### config.mk
export PLATFORM = sky130hd
export DESIGN_NAME = remote_enable_gate_fsm
export DESIGN_NICKNAME = d
export VERILOG_FILES = /design/src/regf_pkg.sv /design/src/regf_in_stage.sv /design/src/regf_core.sv /design/src/regf_out_stage.sv /design/src/remote_enable_gate_fsm.sv
export VERILOG_INCLUDE_DIRS = /design/src /design/src/src
export SDC_FILE = /design/constraint.sdc
export NUM_CORES = 1
export LEC_CHECK = 0
export BUFFER_PORTS_ARGS = -buffer_cell sky130_fd_sc_hd__buf_2
export CAP_MARGIN = 5
export CORE_MARGIN = 2
export CORE_UTILIZATION = 30
export CTS_CLUSTER_DIAMETER = 150
export DETAILED_ROUTE_END_ITERATION = 6
export GPL_ROUTABILITY_DRIVEN = 0
export GPL_TIMING_DRIVEN = 0
export PLACE_DENSITY_LB_ADDON = 0.15
export SYNTH_ARGS = -nofsm -noshare
export SYNTH_HDL_FRONTEND = slang
export SYNTH_HIERARCHICAL = 1
export SYNTH_SLANG_ARGS = --single-unit
### constraint.sdc
create_clock -name clk -period 8.7 [get_ports clk]
set_input_delay 0.87 -clock clk [delete_from_list [all_inputs] [get_ports clk]]
set_output_delay 0.87 -clock clk [all_outputs]
set_load 0.005 [all_outputs]
### src/remote_enable_gate_fsm_defines.svh
// Assertion macros for the remote enable gate.
// Included by the modules that carry concurrent checks; needs no other file.
`ifndef REMOTE_ENABLE_GATE_FSM_DEFINES_SVH
`define REMOTE_ENABLE_GATE_FSM_DEFINES_SVH

`ifndef SYNTHESIS
`define RGF_ASSERT(lbl, clk_i, rstn_i, prop) \
	lbl: assert property (@(posedge clk_i) disable iff (!rstn_i) prop) \
		else $error("remote enable gate check failed");
`define RGF_NEVER(lbl, clk_i, rstn_i, cond) \
	`RGF_ASSERT(lbl, clk_i, rstn_i, !(cond))
`else
`define RGF_ASSERT(lbl, clk_i, rstn_i, prop)
`define RGF_NEVER(lbl, clk_i, rstn_i, cond)
`endif

`endif

### src/regf_pkg.sv
// Shared types and constants for the remote enable gate.
// Used by every module of the block; depends on nothing.
`default_nettype none

package regf_pkg;

	localparam int unsigned TimeW = 32;
	localparam logic [TimeW-1:0] SilenceReset = 32'd10000;

	typedef enum logic [1:0] {
		MODE_DISABLED = 2'd0,
		MODE_ESTOP    = 2'd1,
		MODE_ENABLED  = 2'd2,
		MODE_LINK     = 2'd3
	} regf_mode_t;

	typedef struct packed {
		logic             switch_on;
		logic             estop_active;
		logic             request_seen;
		logic [TimeW-1:0] now_ms;
		logic [TimeW-1:0] last_request_ms;
	} regf_item_t;

	typedef struct packed {
		logic valid;
		logic advance;
	} regf_flow_t;

endpackage

`default_nettype wire

### src/regf_in_stage.sv
// Input register of the remote enable gate: holds one accepted tick item.
// Depends on regf_pkg.
`default_nettype none

module regf_in_stage (
	input  wire logic              clk,
	input  wire logic              arst_n,
	input  wire logic              in_valid,
	output logic                   in_ready,
	input  wire regf_pkg::regf_item_t in_item,
	input  wire logic              advance,
	output regf_pkg::regf_flow_t   flow,
	output regf_pkg::regf_item_t   item
);
	import regf_pkg::*;

	logic       valid_s1;
	regf_item_t item_s1;

	assign in_ready = !valid_s1 || advance;

	always_ff @(posedge clk or negedge arst_n) begin
		if (!arst_n) begin
			valid_s1 <= 1'b0;
		end else if (in_ready) begin
			valid_s1 <= in_valid;
		end
	end

	always_ff @(posedge clk) begin
		if (in_valid && in_ready) begin
			item_s1 <= in_item;
		end
	end

	assign flow.valid   = valid_s1;
	assign flow.advance = advance;
	assign item         = item_s1;

endmodule

`default_nettype wire

### src/regf_core.sv
// Gate state machine: mode, entry time and arming flag, updated once per item.
// Depends on regf_pkg and remote_enable_gate_fsm_defines.svh.
`default_nettype none
`include "remote_enable_gate_fsm_defines.svh"

module regf_core (
	input  wire logic                          clk,
	input  wire logic                          arst_n,
	input  wire regf_pkg::regf_flow_t          flow,
	input  wire regf_pkg::regf_item_t          item,
	input  wire logic [regf_pkg::TimeW-1:0]    link_timeout_ms,
	output regf_pkg::regf_mode_t               result
);
	import regf_pkg::*;

	regf_mode_t       mode_q, mode_d;
	logic [TimeW-1:0] entry_q, entry_d;
	logic             armed_q, armed_d;

	logic             alive;
	logic             reenter;
	logic [TimeW-1:0] entry_eff;
	logic             arm_base;
	logic             arm_hit;

	assign alive     = item.request_seen &&
		((item.now_ms - item.last_request_ms) < link_timeout_ms);
	assign reenter   = (mode_q != MODE_ENABLED);
	assign entry_eff = reenter ? item.now_ms : entry_q;
	assign arm_base  = reenter ? alive : armed_q;
	assign arm_hit   = item.request_seen &&
		((item.last_request_ms - entry_eff) <= (item.now_ms - entry_eff));

	always_comb begin
		mode_d  = mode_q;
		entry_d = entry_q;
		armed_d = armed_q;
		priority if (!item.switch_on) begin
			mode_d  = MODE_DISABLED;
			armed_d = 1'b0;
		end else if (item.estop_active) begin
			mode_d = MODE_ESTOP;
		end else if (mode_q == MODE_LINK && !alive) begin
			mode_d = MODE_LINK;
		end else begin
			entry_d = entry_eff;
			armed_d = arm_base || arm_hit;
			mode_d  = (armed_d && !alive) ? MODE_LINK : MODE_ENABLED;
		end
	end

	assign result = mode_d;

	always_ff @(posedge clk or negedge arst_n) begin
		if (!arst_n) begin
			mode_q  <= MODE_DISABLED;
			entry_q <= '0;
			armed_q <= 1'b0;
		end else if (flow.advance) begin
			mode_q  <= mode_d;
			entry_q <= entry_d;
			armed_q <= armed_d;
		end
	end

	`RGF_ASSERT(a_switch_off_clears, clk, arst_n, flow.advance && !item.switch_on |=> mode_q == MODE_DISABLED && !armed_q)
	`RGF_ASSERT(a_estop_mode, clk, arst_n, flow.advance && item.switch_on && item.estop_active |=> mode_q == MODE_ESTOP)
	`RGF_NEVER(a_link_needs_arm, clk, arst_n, mode_q == MODE_LINK && !armed_q)
	`RGF_ASSERT(a_state_holds_idle, clk, arst_n, !flow.advance |=> $stable(entry_q) && $stable(mode_q) && $stable(armed_q))

endmodule

`default_nettype wire

### src/regf_out_stage.sv
// Result register of the remote enable gate: holds gate_state until taken.
// Depends on regf_pkg.
`default_nettype none

module regf_out_stage (
	input  wire logic                 clk,
	input  wire logic                 arst_n,
	input  wire logic                 in_valid,
	input  wire regf_pkg::regf_mode_t result,
	output logic                      advance,
	output logic                      out_valid,
	input  wire logic                 out_ready,
	output logic [1:0]                gate_state
);
	import regf_pkg::*;

	logic       valid_s2;
	regf_mode_t state_s2;

	assign advance = in_valid && (!valid_s2 || out_ready);

	always_ff @(posedge clk or negedge arst_n) begin
		if (!arst_n) begin
			valid_s2 <= 1'b0;
		end else if (!valid_s2 || out_ready) begin
			valid_s2 <= in_valid;
		end
	end

	always_ff @(posedge clk) begin
		if (advance) begin
			state_s2 <= result;
		end
	end

	assign out_valid  = valid_s2;
	assign gate_state = state_s2;

endmodule

`default_nettype wire

### src/remote_enable_gate_fsm.sv
// Top level of the remote enable gate: config register, input and result stages.
// Depends on regf_pkg, regf_in_stage, regf_core and regf_out_stage.
//
//   channel | signals                                            | direction
//   tick    | in_valid/in_ready, switch_on .. last_request_ms    | in
//   gate    | out_valid/out_ready, gate_state                    | out
//   config  | cfg_valid/cfg_ready, link_timeout_ms               | in
//
// One tick item is taken every clock cycle while the result register is not stalled.
// It is held in the input register, then its gate_state is loaded into the result register,
// from which it can be taken. The state update is one pass of compare logic on the input
// register, so one item per cycle unless the result register is stalled.
// Reset clears the mode, entry time and arming flag and loads a timeout of 10000 ms.
// A stalled result register holds the input register, which then stops taking items.
`default_nettype none

module remote_enable_gate_fsm (
	input  wire logic                       clk,
	input  wire logic                       arst_n,
	input  wire logic                       in_valid,
	output logic                            in_ready,
	input  wire logic                       switch_on,
	input  wire logic                       estop_active,
	input  wire logic                       request_seen,
	input  wire logic [regf_pkg::TimeW-1:0] now_ms,
	input  wire logic [regf_pkg::TimeW-1:0] last_request_ms,
	output logic                            out_valid,
	input  wire logic                       out_ready,
	output logic [1:0]                      gate_state,
	input  wire logic                       cfg_valid,
	output logic                            cfg_ready,
	input  wire logic [regf_pkg::TimeW-1:0] link_timeout_ms
);
	import regf_pkg::*;

	logic [TimeW-1:0] silence_q;
	regf_item_t       in_item;
	regf_item_t       item;
	regf_flow_t       flow;
	regf_mode_t       result;
	logic             advance;

	assign cfg_ready = 1'b1;

	always_ff @(posedge clk or negedge arst_n) begin
		if (!arst_n) begin
			silence_q <= SilenceReset;
		end else if (cfg_valid && cfg_ready) begin
			silence_q <= link_timeout_ms;
		end
	end

	assign in_item.switch_on       = switch_on;
	assign in_item.estop_active    = estop_active;
	assign in_item.request_seen    = request_seen;
	assign in_item.now_ms          = now_ms;
	assign in_item.last_request_ms = last_request_ms;

	regf_in_stage u_in (
		.clk      (clk),
		.arst_n   (arst_n),
		.in_valid (in_valid),
		.in_ready (in_ready),
		.in_item  (in_item),
		.advance  (advance),
		.flow     (flow),
		.item     (item)
	);

	regf_core u_core (
		.clk             (clk),
		.arst_n          (arst_n),
		.flow            (flow),
		.item            (item),
		.link_timeout_ms (silence_q),
		.result          (result)
	);

	regf_out_stage u_out (
		.clk        (clk),
		.arst_n     (arst_n),
		.in_valid   (flow.valid),
		.result     (result),
		.advance    (advance),
		.out_valid  (out_valid),
		.out_ready  (out_ready),
		.gate_state (gate_state)
	);

endmodule

`default_nettype wire
# == Yosys cells after proc, flatten, opt, wreduce, memory -nomap -nowiden ==
# Cells that the tools add are included.
# word_totals
regBits,138
# classes
n_addsub,3
n_bitwise,2
eq_ne,4
order_cmp,2
n_reduce_logical,14
n_mux,9
# op_table
cell,n
32-bit subtractor,3
32-bit less-or-equal comparator,1
32-bit < comparator,1
32-bit two-way mux,1
1-bit logical AND,6
2-bit two-way mux,3
"2-bit != test, second input constant",3
1-bit two-way mux,5
4-bit AND reduction,1
1-bit zero test,3
1-bit logical OR,3
3-bit AND reduction,1
"2-bit equality test, second input constant",1
1-bit inverter,2

# == Longest topological paths before layout ==
# logic_depth
depth_word,11
mapped_depth,30

# == By module ==
# The synthesis kept the hierarchy.
# modules_own_cells
module,area_each_um2,n_inst,cells_per_inst
regf_core,8112.8,1,1076
regf_in_stage,2080.7,1,73
remote_enable_gate_fsm,1362.6,1,70
regf_out_stage,103.8,1,6

# == Least setup slack after synthesis ==
# Ideal clock, no wire load.
# synth_timing
path_type,register to register
startpoint,reg u_core.mode_q[0]
endpoint,reg u_core.mode_q[0]
stages_incl_launch_ff,27
n_path_buf,4
t_arrival_ns,6.188
synth_period_minus_slack_ns,6.313
setup_time_ns,0.125
slack_ns,2.387
cell_sequence,dfrtp_1 -> nand2b_1 -> buf_6 -> buf_4 -> buf_1 -> buf_1 -> mux2i_1 -> fa_1 -> or4bb_1 -> o311a_1 -> a221oi_1 -> o21ai_0 -> a211oi_1 -> o31ai_1 -> nor4b_1 -> or3_1 -> o21ai_0 -> o41ai_1 -> xnor2_1 -> ha_1 -> nand4_1 -> nor4_1 -> a221oi_1 -> nand3b_1 -> o211a_1 -> o21a_1 -> mux2_2
# synth_via
elab_chain_cells,11
# synth_lines
item,line_no,text
"start, declared",regf_core.sv:16,"regf_mode_t mode_q, mode_d;"
"start signal, assigned",regf_core.sv:60,mode_q <= mode_d;
2-bit != test,regf_core.sv:28,assign reenter = (mode_q != MODE_ENABLED);
32-bit two-way mux,regf_core.sv:29,assign entry_eff = reenter ? item.now_ms : entry_q;
32-bit subtractor,regf_core.sv:32,((item.last_request_ms - entry_eff) <= (item.now_ms - entry_eff));
32-bit less-or-equal comparator,regf_core.sv:32,
1-bit logical AND,regf_core.sv:31,assign arm_hit = item.request_seen &&
1-bit logical OR,regf_core.sv:47,armed_d = arm_base || arm_hit;
1-bit logical AND,regf_core.sv:48,mode_d = (armed_d && !alive) ? MODE_LINK : MODE_ENABLED;
1-bit two-way mux,regf_core.sv:48,
2-bit two-way mux (*),regf_core.sv:43,end else if (mode_q == MODE_LINK && !alive) begin
2-bit two-way mux (*),regf_core.sv:41,end else if (item.estop_active) begin
2-bit two-way mux (*),regf_core.sv:38,priority if (!item.switch_on) begin
net result[0],remote_enable_gate_fsm.sv:40,regf_mode_t result;
# The timed path passes the listed nets; every way through them passes the cells marked *.
# A chain may end at the register's enable or synchronous reset.

# == Worst setup path after layout ==
# layout_timing
startpoint,reg u_core.mode_q[1]
endpoint,reg u_core.mode_q[0]
# layout_via
elab_chain_cells,11
# layout_lines
item,line_no,text
2-bit != test (*),regf_core.sv:28,
32-bit two-way mux (*),regf_core.sv:29,
net u_core.entry_eff[0],regf_core.sv:22,logic [TimeW-1:0] entry_eff;
32-bit subtractor,regf_core.sv:32,
32-bit less-or-equal comparator (*),regf_core.sv:32,
1-bit logical AND (*),regf_core.sv:31,
1-bit logical OR (*),regf_core.sv:47,
1-bit logical AND (*),regf_core.sv:48,
1-bit two-way mux (*),regf_core.sv:48,
2-bit two-way mux (*),regf_core.sv:43,
2-bit two-way mux (*),regf_core.sv:41,
2-bit two-way mux (*),regf_core.sv:38,
net result[0],remote_enable_gate_fsm.sv:40,
# Marks and branches as above.

==> flow_summary.ini <==
[run_status]
status = complete, no violations

[routing]
vias_per_cell = 5.01
wire_per_inst_um = 18.1
drt_wl_total_um = 34000
drt_iter0_markers = 461
drc = 0
vias = 9418
ant_nets = 0
dr.pass1.iters = 4

[cells_and_area]
multi_input_area_um2 = 7300
syn2layout_area_growth_pct = 15.4
stdcell_area_um2 = 13500
drive_gt1_share_pct = 15.8
instances_no_fill = 1881
nets = 1601
seqCellArea_um2 = 3800
fill_cells = 4031
diodes = 0

[synth]
yosysUniqueCellTypes = 81
synthesis.nets = 1476
yosysWarnings = 6
synth_edf_count = 69
synth.avg_cell_area_um2 = 9.52
synthesis.area_um2 = 11700
syn_inst = 1225
synth_seq_cells = 138
synthFlopType = edfxtp_1
synth-async-reset-ratio_pct = 50.0
synth_seq_area_share_pct = 32.6

[global_route]
first_global_vias = 9428
grt_pass1_wl_um = 52900
antenna_found_initial = 1
grt_max_degree = 68
overflow = 0
grt_use_total_pct = 17.1

[floorplanning]
ioPinCount = 109
die_h_um = 201
start_util_pct = 30.3
fp.coreArea_um2 = 38500
die_w_um = 201
rows = 72
die-area_um2 = 40500

[worst_setup_path]
r2r-end = u_core/mode_q[0]
crit_arrival_ns = 8.34
cpMostUsedCell = clkbuf_2
worstPathRequired_ns = 9.03
cp.buffers_inverters = 4
crit_type = register to register
timing.reg2reg.setup_slack_ns = 0.70
crit_family = compound AO/OA/AOI/OAI gates
crit_path_top_delay_cell = nor4_4
cp-start-kind = register
r2r_start = u_core/mode_q[1]
slowest_delay_ns = 0.54
rr_worst_depth = 28
cp_max_fo = 10
cp-end-kind = register

[timing]
tns_ns = 0
slew_violations = 0
skew_ns = 0.00912
max_freq_ghz = 0.125
finalCritPeriodShare_pct = 92.0
grt_setup_unrepaired = no
slew_headroom_pct = 32.5
worst_pin_slew_ns = 1.01
setup_viol = 0
fin_crit_ns = 8.00
finalHoldViolCount = 0
setup_ws_ns = 0.695

[clocking]
cts_setup_buffers = 0
hold_buffers = 0
cts_max_level = 4
clk_latency_ns = 0.45
clock_path_buffers = 2
cts_tree = yes
cts_num_sinks = 138
cts_buffers = 17
root_buffer = clkbuf_16
path_clk_slew_ns = 0.07

[placement]
pre_cts_slack_ns = -0.334
port_buffers = 106
post-dp-hpwl_um = 27200
placed_cells = 1850
placed_area_um2 = 12900

[min_path]
hp-class = primary input to async pin

[power_and_ir_drop]
powerDensity_nw_per_um2 = 233
power.leakage_nw = 6.32
peakVddDrop_uv = 150

[job]
drv_cap = 0
-- logic make-up after synthesis --
kind of cell | Yosys count | share of synthesized area (%)
and+or+nand+nor | 279 | 12.1
DFF | 138 | 32.6
muxes | 68 | 7.33
xor gates and xnor gates | 91 | 6.84
buffers and inverters | 130 | 4.89
other | 1 | 0.0322
AOI/OAI and AO/OA | 365 | 19.8
adders and majority gates | 153 | 16.4
-- layer usage --
layer  GRT usage (%)  share of wire [%]  vias up
met1            22.2                 47     4476
met3            3.42                3.5       35
met2            29.0                 48      182
li1                -                  -     4725
met5               0                  0        -
met4            4.31                1.7        0
-- report_power, final --
| part | internal, mW | switching, mW | total [mW] |
|---|---|---|---|
| logic | 0.675 | 0.847 | 1.52 |
| registers | 0.797 | 0.0914 | 0.888 |
| clock network | 0.399 | 0.320 | 0.719 |
-- layout make-up --
| class | instances | area share (%) |
|---|---|---|
| Buffer | 29 | 1.50 |
| Clock buffer | 18 | 3.19 |
| Clock inverter | 14 | 0.995 |
| Inverter | 100 | 2.79 |
| Multi-Input combinational cell | 957 | 54.3 |
| Sequential cell | 138 | 28.3 |
| Tap cell | 518 | 4.82 |
| Timing Repair Buffer | 107 | 4.17 |
-- Yosys cell counts, types with 3 or more instances --
master,n,area (µm²)
and2_1,6,37.5
clkbuf_1,14,52.6
or3_1,5,31.3
nor2b_1,18,113
inv_1,100,375
or2_2,4,25.0
dfstp_2,5,131
maj3_1,4,40.0
mux2_4,30,450
nor4_1,5,31.3
buf_12,3,60.1
o22ai_1,4,25.0
a211o_1,4,35.0
xnor2_1,61,534
nor3_1,17,85.1
mux2_2,6,67.6
a21boi_0,4,30.0
nand3_1,20,100
dfrtp_1,64,1600
o21ai_0,61,305
a31oi_1,14,87.6
buf_1,4,15.0
o31ai_1,7,52.6
buf_4,4,30.0
a21oi_1,137,686
o21bai_1,9,67.6
mux2i_1,30,300
xor2_1,30,263
o31a_1,4,35.0
edfxtp_1,69,2070
a211oi_1,9,67.6
nand4_1,25,156
ha_1,145,1810
and3_1,7,43.8
nor2_1,89,334
nand2_1,47,176
a221oi_1,4,35.0
nand2b_1,21,131
o21a_1,10,75.1
a21o_1,70,526
-- stage by stage --
step,hold WS [ns],utilization (%),total power [mW]
4_1_cts,0.224,35.0,3.16
3_5_place_dp,0.490,33.5,2.41
5_1_grt,0.224,35.0,3.41
2_1_floorplan,0.463,-,2.03
3_3_place_gp,0.477,33.4,2.40
6_report,0.251,35.0,3.13
-- flip-flops by register name (all words and copies together), names as in the netlist --
name and flops:
u_out/gate_state 2, u_core/mode_q 2, u_in/item 67, u_core/armed_q 1, u_out/out_valid 1, u_in/valid_s1 1
silence_q 32, u_core/entry_q 32
-- placed cells by master, fill, tap and decap left out, types with 10 or more instances in the layout --
cell       count
ha_1         145
a21oi_1      137
buf_2        107
inv_1        100
nor2_1        89
a21o_1        70
edfxtp_1      69
dfrtp_1       64
o21ai_0       61
xnor2_1       61
nand2_1       47
mux2_4        30
xor2_1        30
mux2i_1       30
nand4_1       25
nand2b_1      21
nand3_1       20
nor2b_1       18
clkbuf_16     17
nor3_1        17
a31oi_1       14
clkbuf_1      13
o21a_1        10
-- how the worst max path moves through the flow --
stage,start,to,slack (ns),cells after the start
floorplan,u_core/mode_q[0],u_core/mode_q[0],2.39,26
global placement,u_core/mode_q[1],u_core/mode_q[0],-0.38,28
detailed placement,u_core/mode_q[1],u_core/mode_q[0],-0.33,28
CTS,u_core/mode_q[1],u_core/mode_q[0],0.21,28
global route,u_core/mode_q[1],u_core/mode_q[0],0.17,28
finish,u_core/mode_q[1],u_core/mode_q[0],0.70,28
-- repair_timing --
action                                  4_1_cts  5_1_grt
pin swaps                                     0        0
endpoints found under the setup margin        3        3
gates cloned                                  0        0
gates resized for setup                       4        3
Note: power is estimated with default switching activity, not from simulation.
